`src/hw/rtl/rb85_pkg.sv`:
```
package rb85_pkg;

    // digits per group and the base
    localparam int unsigned DIGITS = 5;
    localparam logic [6:0] BASE = 7'd85;

    // exact reciprocal for a 32-bit value divided by 85: q = (w * DIV85_MAGIC) >> DIV85_SHIFT
    localparam logic [31:0] DIV85_MAGIC = 32'hC0C0C0C1;
    localparam int unsigned DIV85_SHIFT = 38;
    localparam int unsigned DIV85_QW = 26;

    // exact reciprocal for a 13-bit value divided by 85
    localparam logic [13:0] MOD85_MAGIC = 14'd12337;
    localparam int unsigned MOD85_SHIFT = 20;

    // ascii anchors of the alphabet
    localparam logic [6:0] CHR_ZERO = 7'd48;
    localparam logic [6:0] CHR_LOWER_A = 7'd97;
    localparam logic [6:0] CHR_UPPER_A = 7'd65;

    // running shift resync after a step write
    typedef enum logic [1:0] {
        SYNC_IDLE = 2'd0,
        SYNC_MOD  = 2'd1,
        SYNC_MUL  = 2'd2
    } sync_state_t;

    // a closed group of four bytes, big-endian and zero padded
    typedef struct packed {
        logic [31:0] word;
        logic        closes;
    } grp_word_t;

    // five base-85 digits, most significant in slot 0
    typedef struct packed {
        logic [DIGITS-1:0][6:0] digits;
        logic                   closes;
    } grp_digits_t;

    // base-85 index to alphabet character
    function automatic logic [6:0] z85_char(input logic [6:0] idx);
        logic [6:0] c;
        if (idx < 7'd10)
        begin
            c = CHR_ZERO + idx;
        end
        else if (idx < 7'd36)
        begin
            c = CHR_LOWER_A + idx - 7'd10;
        end
        else if (idx < 7'd62)
        begin
            c = CHR_UPPER_A + idx - 7'd36;
        end
        else
        begin
            case (idx)
                7'd62: c = 7'd46;   // .
                7'd63: c = 7'd45;   // -
                7'd64: c = 7'd58;   // :
                7'd65: c = 7'd43;   // +
                7'd66: c = 7'd61;   // =
                7'd67: c = 7'd94;   // ^
                7'd68: c = 7'd33;   // !
                7'd69: c = 7'd47;   // /
                7'd70: c = 7'd42;   // *
                7'd71: c = 7'd63;   // ?
                7'd72: c = 7'd38;   // &
                7'd73: c = 7'd60;   // <
                7'd74: c = 7'd62;   // >
                7'd75: c = 7'd40;   // (
                7'd76: c = 7'd41;   // )
                7'd77: c = 7'd91;   // [
                7'd78: c = 7'd93;   // ]
                7'd79: c = 7'd123;  // {
                7'd80: c = 7'd125;  // }
                7'd81: c = 7'd64;   // @
                7'd82: c = 7'd37;   // %
                7'd83: c = 7'd36;   // $
                default: c = 7'd35; // #
            endcase
        end
        return c;
    endfunction

endpackage

```
`src/hw/rtl/rb85_front.sv`:
```
module rb85_front (
    input  logic                clk,
    input  logic                rst_n,
    input  logic                in_valid,
    output logic                in_stall,
    input  logic [7:0]          data_byte,
    input  logic                final_req,
    input  logic                q_full,
    output logic                push,
    output rb85_pkg::grp_word_t push_data
);
    import rb85_pkg::*;

    logic [23:0] gw_reg, gw_next;
    logic [1:0]  held_reg, held_next;
    logic        accept;
    logic        close_grp;
    logic [31:0] padded;

    // take a byte whenever the queue has room
    assign in_stall  = q_full;
    assign accept    = in_valid && !q_full;
    assign close_grp = (held_reg == 2'd3) || final_req;

    // big-endian packing with zero padding on the right
    always_comb
    begin
        case (held_reg)
            2'd0:    padded = {data_byte, 24'h0};
            2'd1:    padded = {gw_reg[7:0], data_byte, 16'h0};
            2'd2:    padded = {gw_reg[15:0], data_byte, 8'h0};
            default: padded = {gw_reg[23:0], data_byte};
        endcase
    end

    // open group bookkeeping
    always_comb
    begin
        gw_next   = gw_reg;
        held_next = held_reg;
        if (accept)
        begin
            if (close_grp)
            begin
                gw_next   = 24'h0;
                held_next = 2'd0;
            end
            else
            begin
                gw_next   = {gw_reg[15:0], data_byte};
                held_next = held_reg + 2'd1;
            end
        end
    end

    always_ff @(posedge clk or negedge rst_n)
    begin
        if (!rst_n)
        begin
            gw_reg   <= 24'h0;
            held_reg <= 2'd0;
        end
        else
        begin
            gw_reg   <= gw_next;
            held_reg <= held_next;
        end
    end

    // closed group goes to the queue
    assign push             = accept && close_grp;
    assign push_data.word   = padded;
    assign push_data.closes = final_req;

endmodule

```
`src/hw/rtl/rb85_queue.sv`:
```
module rb85_queue (
    input  logic                clk,
    input  logic                rst_n,
    input  logic                push,
    input  rb85_pkg::grp_word_t push_data,
    output logic                full,
    input  logic                pop,
    output logic                head_valid,
    output rb85_pkg::grp_word_t head
);
    import rb85_pkg::*;

    grp_word_t   ent_reg [2];
    logic        wr_ptr_reg, wr_ptr_next;
    logic        rd_ptr_reg, rd_ptr_next;
    logic [1:0]  cnt_reg, cnt_next;

    assign full       = (cnt_reg == 2'd2);
    assign head_valid = (cnt_reg != 2'd0);
    assign head       = ent_reg[rd_ptr_reg];

    // pointers and fill count
    always_comb
    begin
        wr_ptr_next = push ? !wr_ptr_reg : wr_ptr_reg;
        rd_ptr_next = pop ? !rd_ptr_reg : rd_ptr_reg;
        cnt_next    = cnt_reg;
        if (push && !pop)
        begin
            cnt_next = cnt_reg + 2'd1;
        end
        else if (pop && !push)
        begin
            cnt_next = cnt_reg - 2'd1;
        end
    end

    always_ff @(posedge clk or negedge rst_n)
    begin
        if (!rst_n)
        begin
            wr_ptr_reg <= 1'b0;
            rd_ptr_reg <= 1'b0;
            cnt_reg    <= 2'd0;
        end
        else
        begin
            wr_ptr_reg <= wr_ptr_next;
            rd_ptr_reg <= rd_ptr_next;
            cnt_reg    <= cnt_next;
        end
    end

    // entry storage
    always_ff @(posedge clk)
    begin
        if (push)
        begin
            ent_reg[wr_ptr_reg] <= push_data;
        end
    end

endmodule

```
`src/hw/rtl/rb85_divider.sv`:
```
module rb85_divider (
    input  logic                  clk,
    input  logic                  rst_n,
    input  logic                  head_valid,
    input  rb85_pkg::grp_word_t   head,
    output logic                  pop,
    input  logic                  take,
    output logic                  done,
    output rb85_pkg::grp_digits_t grp_out
);
    import rb85_pkg::*;

    localparam logic [2:0] LAST_CNT = 3'd7;

    logic                   busy_reg, busy_next;
    logic [2:0]             cnt_reg, cnt_next;
    logic                   done_reg, done_next;
    logic [31:0]            w_reg;
    logic [DIV85_QW-1:0]    prod_reg;
    logic [DIGITS-1:0][6:0] digit_reg;
    logic                   closes_reg;

    logic                   load;
    logic                   finish;
    logic [31:0]            w_src;
    logic [63:0]            mul_full;
    logic [DIV85_QW-1:0]    mul_q;
    logic [31:0]            q85;
    logic [31:0]            rem;
    logic [2:0]             dig_idx;

    // start a group when idle and the digit slot is free or being taken
    assign load   = head_valid && !busy_reg && (!done_reg || take);
    assign pop    = load;
    assign finish = busy_reg && (cnt_reg == LAST_CNT);

    // shared reciprocal multiplier, quotient by 85
    assign w_src    = load ? head.word : w_reg;
    assign mul_full = 64'(w_src) * 64'(DIV85_MAGIC);
    assign mul_q    = mul_full[DIV85_SHIFT +: DIV85_QW];

    // remainder from the registered quotient
    assign q85 = 32'({prod_reg, 6'b0}) + 32'({prod_reg, 4'b0})
               + 32'({prod_reg, 2'b0}) + 32'(prod_reg);
    assign rem = w_reg - q85;

    // odd counts write the digits from least significant upward
    assign dig_idx = 3'd4 - {1'b0, cnt_reg[2:1]};

    // sequencer: load, then four multiply / remainder pairs
    always_comb
    begin
        busy_next = busy_reg;
        cnt_next  = cnt_reg;
        done_next = done_reg;
        if (take)
        begin
            done_next = 1'b0;
        end
        if (load)
        begin
            busy_next = 1'b1;
            cnt_next  = 3'd1;
        end
        else if (busy_reg)
        begin
            cnt_next = cnt_reg + 3'd1;
            if (finish)
            begin
                busy_next = 1'b0;
                done_next = 1'b1;
            end
        end
    end

    always_ff @(posedge clk or negedge rst_n)
    begin
        if (!rst_n)
        begin
            busy_reg <= 1'b0;
            cnt_reg  <= 3'd0;
            done_reg <= 1'b0;
        end
        else
        begin
            busy_reg <= busy_next;
            cnt_reg  <= cnt_next;
            done_reg <= done_next;
        end
    end

    // datapath
    always_ff @(posedge clk)
    begin
        if (load)
        begin
            w_reg      <= head.word;
            prod_reg   <= mul_q;
            closes_reg <= head.closes;
        end
        else if (busy_reg)
        begin
            if (cnt_reg[0])
            begin
                w_reg <= 32'(prod_reg);
                // last pair also leaves the top digit as the quotient
                if (finish)
                begin
                    digit_reg[1:0] <= {rem[6:0], prod_reg[6:0]};
                end
                else
                begin
                    digit_reg[dig_idx] <= rem[6:0];
                end
            end
            else
            begin
                prod_reg <= mul_q;
            end
        end
    end

    assign done           = done_reg;
    assign grp_out.digits = digit_reg;
    assign grp_out.closes = closes_reg;

endmodule

```
`src/hw/rtl/rb85_emitter.sv`:
```
module rb85_emitter (
    input  logic                  clk,
    input  logic                  rst_n,
    input  logic                  cfg_wr_en,
    input  logic [6:0]            cfg_wr_data,
    input  logic                  done,
    input  rb85_pkg::grp_digits_t grp_in,
    output logic                  take,
    output logic                  out_valid,
    input  logic                  out_stall,
    output logic [6:0]            char_code,
    output logic                  group_last,
    output logic                  stream_end
);
    import rb85_pkg::*;

    localparam logic [2:0] LAST_IDX  = 3'(DIGITS - 1);

    logic [6:0]  step_reg, step_next;
    logic [6:0]  offset_reg, offset_next;
    logic [6:0]  shift_reg, shift_next;
    sync_state_t sync_reg, sync_next;
    logic [12:0] sprod_reg;
    logic        active_reg, active_next;
    logic [2:0]  idx_reg, idx_next;
    grp_digits_t grp_reg;
    logic        out_valid_reg, out_valid_next;
    logic [6:0]  char_reg;
    logic        glast_reg;
    logic        send_reg;

    logic        out_free;
    logic        can_emit;
    logic        last_char;
    logic [6:0]  digit;
    logic [7:0]  wrapped;
    logic [6:0]  rot_idx;
    logic [7:0]  shift_sum;
    logic [26:0] mod_full;
    logic [6:0]  mod_q;
    logic [12:0] mod_r;

    assign out_free  = !out_valid_reg || !out_stall;
    assign can_emit  = active_reg && (sync_reg == SYNC_IDLE) && out_free;
    assign last_char = (idx_reg == LAST_IDX);
    assign take      = done && (!active_reg || (can_emit && last_char));

    // rotate the digit back by the running shift
    assign digit   = grp_reg.digits[idx_reg];
    assign wrapped = {1'b0, digit} + {1'b0, BASE} - {1'b0, shift_reg};
    assign rot_idx = (digit >= shift_reg) ? (digit - shift_reg) : wrapped[6:0];

    // running shift advances by one step per beat
    assign shift_sum = {1'b0, shift_reg} + {1'b0, step_reg};

    // step * offset mod 85 after a step change
    assign mod_full = 27'(sprod_reg) * 27'(MOD85_MAGIC);
    assign mod_q    = mod_full[MOD85_SHIFT +: 7];
    assign mod_r    = sprod_reg - (13'({mod_q, 6'b0}) + 13'({mod_q, 4'b0})
                    + 13'({mod_q, 2'b0}) + 13'(mod_q));

    // rotation state and resync after a step write
    always_comb
    begin
        step_next   = step_reg;
        offset_next = offset_reg;
        shift_next  = shift_reg;
        sync_next   = sync_reg;
        if (sync_reg == SYNC_MUL)
        begin
            sync_next = SYNC_MOD;
        end
        else if (sync_reg == SYNC_MOD)
        begin
            shift_next = mod_r[6:0];
            sync_next  = SYNC_IDLE;
        end
        if (can_emit)
        begin
            if (last_char && grp_reg.closes)
            begin
                offset_next = 7'd0;
                shift_next  = 7'd0;
            end
            else
            begin
                offset_next = (offset_reg == BASE - 7'd1) ? 7'd0 : offset_reg + 7'd1;
                shift_next  = (shift_sum >= {1'b0, BASE}) ? 7'(shift_sum - {1'b0, BASE})
                                                          : shift_sum[6:0];
            end
        end
        if (cfg_wr_en)
        begin
            step_next = (cfg_wr_data >= BASE) ? cfg_wr_data - BASE : cfg_wr_data;
            sync_next = SYNC_MUL;
        end
    end

    // group sequencing and output register control
    always_comb
    begin
        active_next    = active_reg;
        idx_next       = idx_reg;
        out_valid_next = out_valid_reg;
        if (out_valid_reg && !out_stall)
        begin
            out_valid_next = 1'b0;
        end
        if (can_emit)
        begin
            out_valid_next = 1'b1;
            idx_next       = last_char ? 3'd0 : idx_reg + 3'd1;
            if (last_char)
            begin
                active_next = 1'b0;
            end
        end
        if (take)
        begin
            active_next = 1'b1;
            idx_next    = 3'd0;
        end
    end

    always_ff @(posedge clk or negedge rst_n)
    begin
        if (!rst_n)
        begin
            step_reg      <= 7'd0;
            offset_reg    <= 7'd0;
            shift_reg     <= 7'd0;
            sync_reg      <= SYNC_IDLE;
            active_reg    <= 1'b0;
            idx_reg       <= 3'd0;
            out_valid_reg <= 1'b0;
        end
        else
        begin
            step_reg      <= step_next;
            offset_reg    <= offset_next;
            shift_reg     <= shift_next;
            sync_reg      <= sync_next;
            active_reg    <= active_next;
            idx_reg       <= idx_next;
            out_valid_reg <= out_valid_next;
        end
    end

    // payload registers
    always_ff @(posedge clk)
    begin
        if (sync_reg == SYNC_MUL)
        begin
            sprod_reg <= 13'(step_reg) * 13'(offset_reg);
        end
        if (take)
        begin
            grp_reg <= grp_in;
        end
        if (can_emit)
        begin
            char_reg  <= z85_char(rot_idx);
            glast_reg <= last_char;
            send_reg  <= last_char && grp_reg.closes;
        end
    end

    assign out_valid  = out_valid_reg;
    assign char_code  = char_reg;
    assign group_last = glast_reg;
    assign stream_end = send_reg;

endmodule

```
`src/hw/rtl/rotating_base85_encoder_unit.sv`:
```
// Rotating base-85 encoder. Bytes come in on the input channel (in_valid,
// in_stall, data_byte, final_req), one per beat; characters leave on the
// output channel (out_valid, out_stall, char_code, group_last, stream_end).
// Every four bytes, or fewer when final_req closes the stream, become five
// Z85 characters, each shifted back by rotation_step times the number of
// characters already sent in the stream. cfg_wr_en / cfg_wr_data set the
// step; values above 84 are taken modulo 85, and the new step is in force
// once the running shift has been resynced through SYNC_MUL and SYNC_MOD.
// The group that a closing beat completes passes through the queue, the
// digit unit and the emitter's output register. The digit unit uses the
// shared 32-bit reciprocal multiplier to split a word into digits over four
// multiply / remainder pairs, and starts no new group until the last is done.
// A two-entry queue sits between the byte packer and the digit unit;
// in_stall is high while it is full. When the receiver holds out_stall the
// output register keeps its beat, the emitter and digit unit wait behind
// it, and bytes keep coming in until the queue fills.
// Reset clears the open group, the rotation count and the step to zero.
module rotating_base85_encoder_unit (
    input  logic       clk,
    input  logic       rst_n,
    input  logic       cfg_wr_en,
    input  logic [6:0] cfg_wr_data,
    input  logic       in_valid,
    output logic       in_stall,
    input  logic [7:0] data_byte,
    input  logic       final_req,
    output logic       out_valid,
    input  logic       out_stall,
    output logic [6:0] char_code,
    output logic       group_last,
    output logic       stream_end
);
    import rb85_pkg::*;

    logic        q_full;
    logic        push;
    grp_word_t   push_data;
    logic        pop;
    logic        head_valid;
    grp_word_t   head;
    logic        take;
    logic        done;
    grp_digits_t grp;

    // byte packer
    rb85_front u_front (
        .clk       (clk),
        .rst_n     (rst_n),
        .in_valid  (in_valid),
        .in_stall  (in_stall),
        .data_byte (data_byte),
        .final_req (final_req),
        .q_full    (q_full),
        .push      (push),
        .push_data (push_data)
    );

    // group queue
    rb85_queue u_queue (
        .clk        (clk),
        .rst_n      (rst_n),
        .push       (push),
        .push_data  (push_data),
        .full       (q_full),
        .pop        (pop),
        .head_valid (head_valid),
        .head       (head)
    );

    // word to base-85 digits
    rb85_divider u_divider (
        .clk        (clk),
        .rst_n      (rst_n),
        .head_valid (head_valid),
        .head       (head),
        .pop        (pop),
        .take       (take),
        .done       (done),
        .grp_out    (grp)
    );

    // rotation, alphabet and output register
    rb85_emitter u_emitter (
        .clk         (clk),
        .rst_n       (rst_n),
        .cfg_wr_en   (cfg_wr_en),
        .cfg_wr_data (cfg_wr_data),
        .done        (done),
        .grp_in      (grp),
        .take        (take),
        .out_valid   (out_valid),
        .out_stall   (out_stall),
        .char_code   (char_code),
        .group_last  (group_last),
        .stream_end  (stream_end)
    );

endmodule

```
`config.mk`:
```
export PLATFORM = sky130hd
export DESIGN_NAME = rotating_base85_encoder_unit
export DESIGN_NICKNAME = d
export VERILOG_FILES = /design/src/hw/rtl/rb85_pkg.sv /design/src/hw/rtl/rb85_front.sv /design/src/hw/rtl/rb85_queue.sv /design/src/hw/rtl/rb85_divider.sv /design/src/hw/rtl/rb85_emitter.sv /design/src/hw/rtl/rotating_base85_encoder_unit.sv
export SDC_FILE = /design/constraint.sdc
export NUM_CORES = 1
export LEC_CHECK = 0
export BUFFER_PORTS_ARGS = -buffer_cell sky130_fd_sc_hd__clkbuf_2
export CAP_MARGIN = 5
export CORE_ASPECT_RATIO = 0.6
export CORE_MARGIN = 8
export CORE_UTILIZATION = 71
export DETAILED_ROUTE_END_ITERATION = 7
export PLACE_DENSITY = 0.89
export SYNTH_ARGS = -nofsm -noshare
export SYNTH_HDL_FRONTEND = slang
export SYNTH_SLANG_ARGS = --single-unit
```
`constraint.sdc`:
```
create_clock -name clk -period 26.1 [get_ports clk]
set_clock_uncertainty 0.15 [all_clocks]
set_input_delay 0 -clock clk [delete_from_list [all_inputs] [get_ports clk]]
set_output_delay 0 -clock clk [all_outputs]
set_load 0.05 [all_outputs]
```
==> flow_metrics.tcl <==
set metrics [dict create \
    grt_max_degree 73 \
    drive_above_1_share_pct 4.67 \
    worst_ep_arrival_time_ps 10920 \
    multiInputGateArea_sq_mm 0.0178 \
    drv_slew 0 \
    critPathKind "reg2reg" \
    detail_route.wl_per_cell_microns 23.5 \
    vias 20900 \
    holdWs_ps -4.69 \
    wirelength_microns 77200 \
    antenna_found_initial 0 \
    start_util_pct 72.0 \
    crit_path_top_delay_cell "o21ai_0" \
    max-slew-margin-rel_pct 11.7 \
    synth_cell_type_count 90 \
    n_antenna_cell 0 \
    setup_violations 0 \
    cts_tree "done" \
    seq_area_sq_mm 0.00812 \
    synthCells 2696 \
    syn_area_sq_mm 0.0281 \
    hp-class "in2async" \
    fin_nets 3476 \
    status "finished with violations" \
    route.detailed.drc 0 \
    syn_nets 3430 \
    period_minus_slack_ps 10740 \
    synth_edf_count 218 \
    post-cts-setup-buffers 0 \
    ctsResizeCount 0 \
    synth-seq-cells 281 \
    largest_reg_flops 66 \
    required_ps 26280 \
    die_y_microns 170 \
    num-fill-cells 2435 \
    syn_area_per_cell_sq_um 10.4 \
    crit_path_start_kind "flop" \
    cts.sinks 281 \
    worst_slew_pin_slew_ps 1320 \
    tns_ps 0 \
    first_global_vias 20500 \
    drtIter0Drc 2778 \
    slowest_delay_ps 850 \
    cts_hold_repair.buffers 28 \
    final.period_utilization_pct 41.1 \
    layout_common_cells "534 x inv_1, 491 x ha_1, 222 x fa_1, 218 x edfxtp_1, 162 x nand2_1" \
    grt_pass1_wl_microns 119000 \
    clk_latency_ps 570 \
    cts_buffer_depth 3 \
    final_hold_viol_count 4 \
    num_rows 56 \
    crit_top_cell "ha_1" \
    end_kind "flop" \
    htreeDepth 1 \
    fp.dieW_microns 273 \
    boundaryPins 32 \
    postRouteAntennaNets 0 \
    async_reset_ff_share_pct 22.4 \
    core_area_sq_mm 0.0390 \
    viasPerCell 6.37 \
    gp_congestion 1.08 \
    drt-pass1-iter-count 6 \
    synthFlopType "edfxtp_1" \
    max_freq_mhz 93.1 \
    numPortBuffers 31 \
    grt_usage_pct 33.1 \
    syn_to_final_growth_pct 6.54 \
    final_common_cell "inv_1" \
    yosys_warnings 0 \
    die-area_sq_mm 0.0464 \
    clk_pin_slew_ps 70 \
    critPathMaxFanout 72 \
    ys_seq_area_share_pct 28.9 \
    rsz0062_at_grt "false" \
    dpl.hpwl_microns 61700 \
    cts_made_buffers 26 \
    root_buffer "clkbuf_16" \
    max_cap_violations 0 \
    violations "hold timing" \
    overflow 0 \
]
worst max-delay path: cells and delay by family, from the launching register on:
family	cells	cell delay [ps]
flops	1	810
compound gates	8	2980
simple gates	6	970
fa+ha+maj	10	3840
buf+inv	7	1720
synthesized netlist by cell type (5+ instances only):
cell type | n | area share, %
mux2_2 | 8 | 0.32
edfxtp_1 | 218 | 23
a211oi_1 | 10 | 0.27
a2111oi_0 | 6 | 0.19
a222oi_1 | 8 | 0.28
inv_1 | 534 | 7.1
xnor2_1 | 82 | 2.6
and2_1 | 52 | 1.2
nand3_1 | 32 | 0.57
dfrtp_1 | 63 | 5.6
mux2i_1 | 64 | 2.3
nand2b_1 | 10 | 0.22
a21oi_1 | 123 | 2.2
a22oi_1 | 11 | 0.29
o22a_1 | 5 | 0.16
o31ai_1 | 7 | 0.19
o21a_1 | 43 | 1.1
a211o_1 | 6 | 0.19
nor3_1 | 16 | 0.28
xor2_1 | 28 | 0.87
a22o_1 | 26 | 0.81
o211ai_1 | 5 | 0.13
o21bai_1 | 21 | 0.56
and3_1 | 11 | 0.24
clkbuf_1 | 42 | 0.56
nor2b_1 | 22 | 0.49
buf_1 | 12 | 0.16
o22ai_1 | 9 | 0.20
a21boi_0 | 16 | 0.43
nand4_1 | 16 | 0.36
nor2_1 | 78 | 1.0
a21o_1 | 30 | 0.80
fa_1 | 222 | 16
o21ai_0 | 96 | 1.7
a31oi_1 | 11 | 0.24
nand2_1 | 162 | 2.2
a31o_2 | 6 | 0.19
nor3b_1 | 5 | 0.13
ha_1 | 491 | 22
stage by stage:
step	cell area, sq um	hold WS [ps]	std cells	util [%]	setup slack, ps
2_1_floorplan	28100	-446	2696	-	17910
3_3_place_gp	28800	68.5	3208	73.9	16070
3_5_place_dp	28800	81.9	3208	73.9	15890
4_1_cts	29900	16.2	3284	76.7	15810
5_1_grt	29900	79.1	3284	76.7	14990
6_report	29900	-4.69	3284	76.7	15360
kinds of logic after synthesis:
kind of cell	count (synthesis)	synth area share, %
adder cells (fa/ha/maj)	713	37.7
AO/OA/AOI/OAI	496	11.9
buffers and inverters	594	7.97
multiplexers	73	2.65
AND/OR/NAND/NOR	428	7.38
XOR/XNOR	111	3.51
flip-flops	281	28.9
final cells by class:
type                    count  share of cell area, %
clock buffers              32                   2.25
clock inverters            16                  0.518
inverters                 535                   6.71
flip-flops and latches    281                   27.1
multi-input cells        1821                   59.3
repair buffers             77                   1.91
well taps                 522                   2.18
layer usage:
layer	wire [microns]	global-route usage, %
met2	30400	46.0
met4	884	3.56
met5	0	0
met1	34700	51.4
met3	11200	10.9
final timing paths:
check	cells past startpoint	slack, ps	end	start
worst max-delay path	31	15360	u_divider.prod_reg[24]$_DFFE_PP_	u_emitter.idx_reg[0]$_DFFE_PN0P_
worst min-delay path	3	-5	u_emitter.step_reg[1]$_DFFE_PN0P_	rst_n
worst max register to register	31	15360	u_divider.prod_reg[24]$_DFFE_PP_	u_emitter.idx_reg[0]$_DFFE_PN0P_
worst min register to register	0	260	u_emitter.grp_reg[17]$_DFFE_PP_	u_divider.grp_out[17]$_DFFE_PP_
max in group asynchronous	3	25200	u_queue.rd_ptr_reg$_DFFE_PN0N_	rst_n
min in group clk	3	130	u_front.gw_reg[6]$_DFFE_PN0P_	data_byte[6]
Power is not shown: default switching activity piles up to over one toggle a cycle in this logic, so the estimate is an artifact.
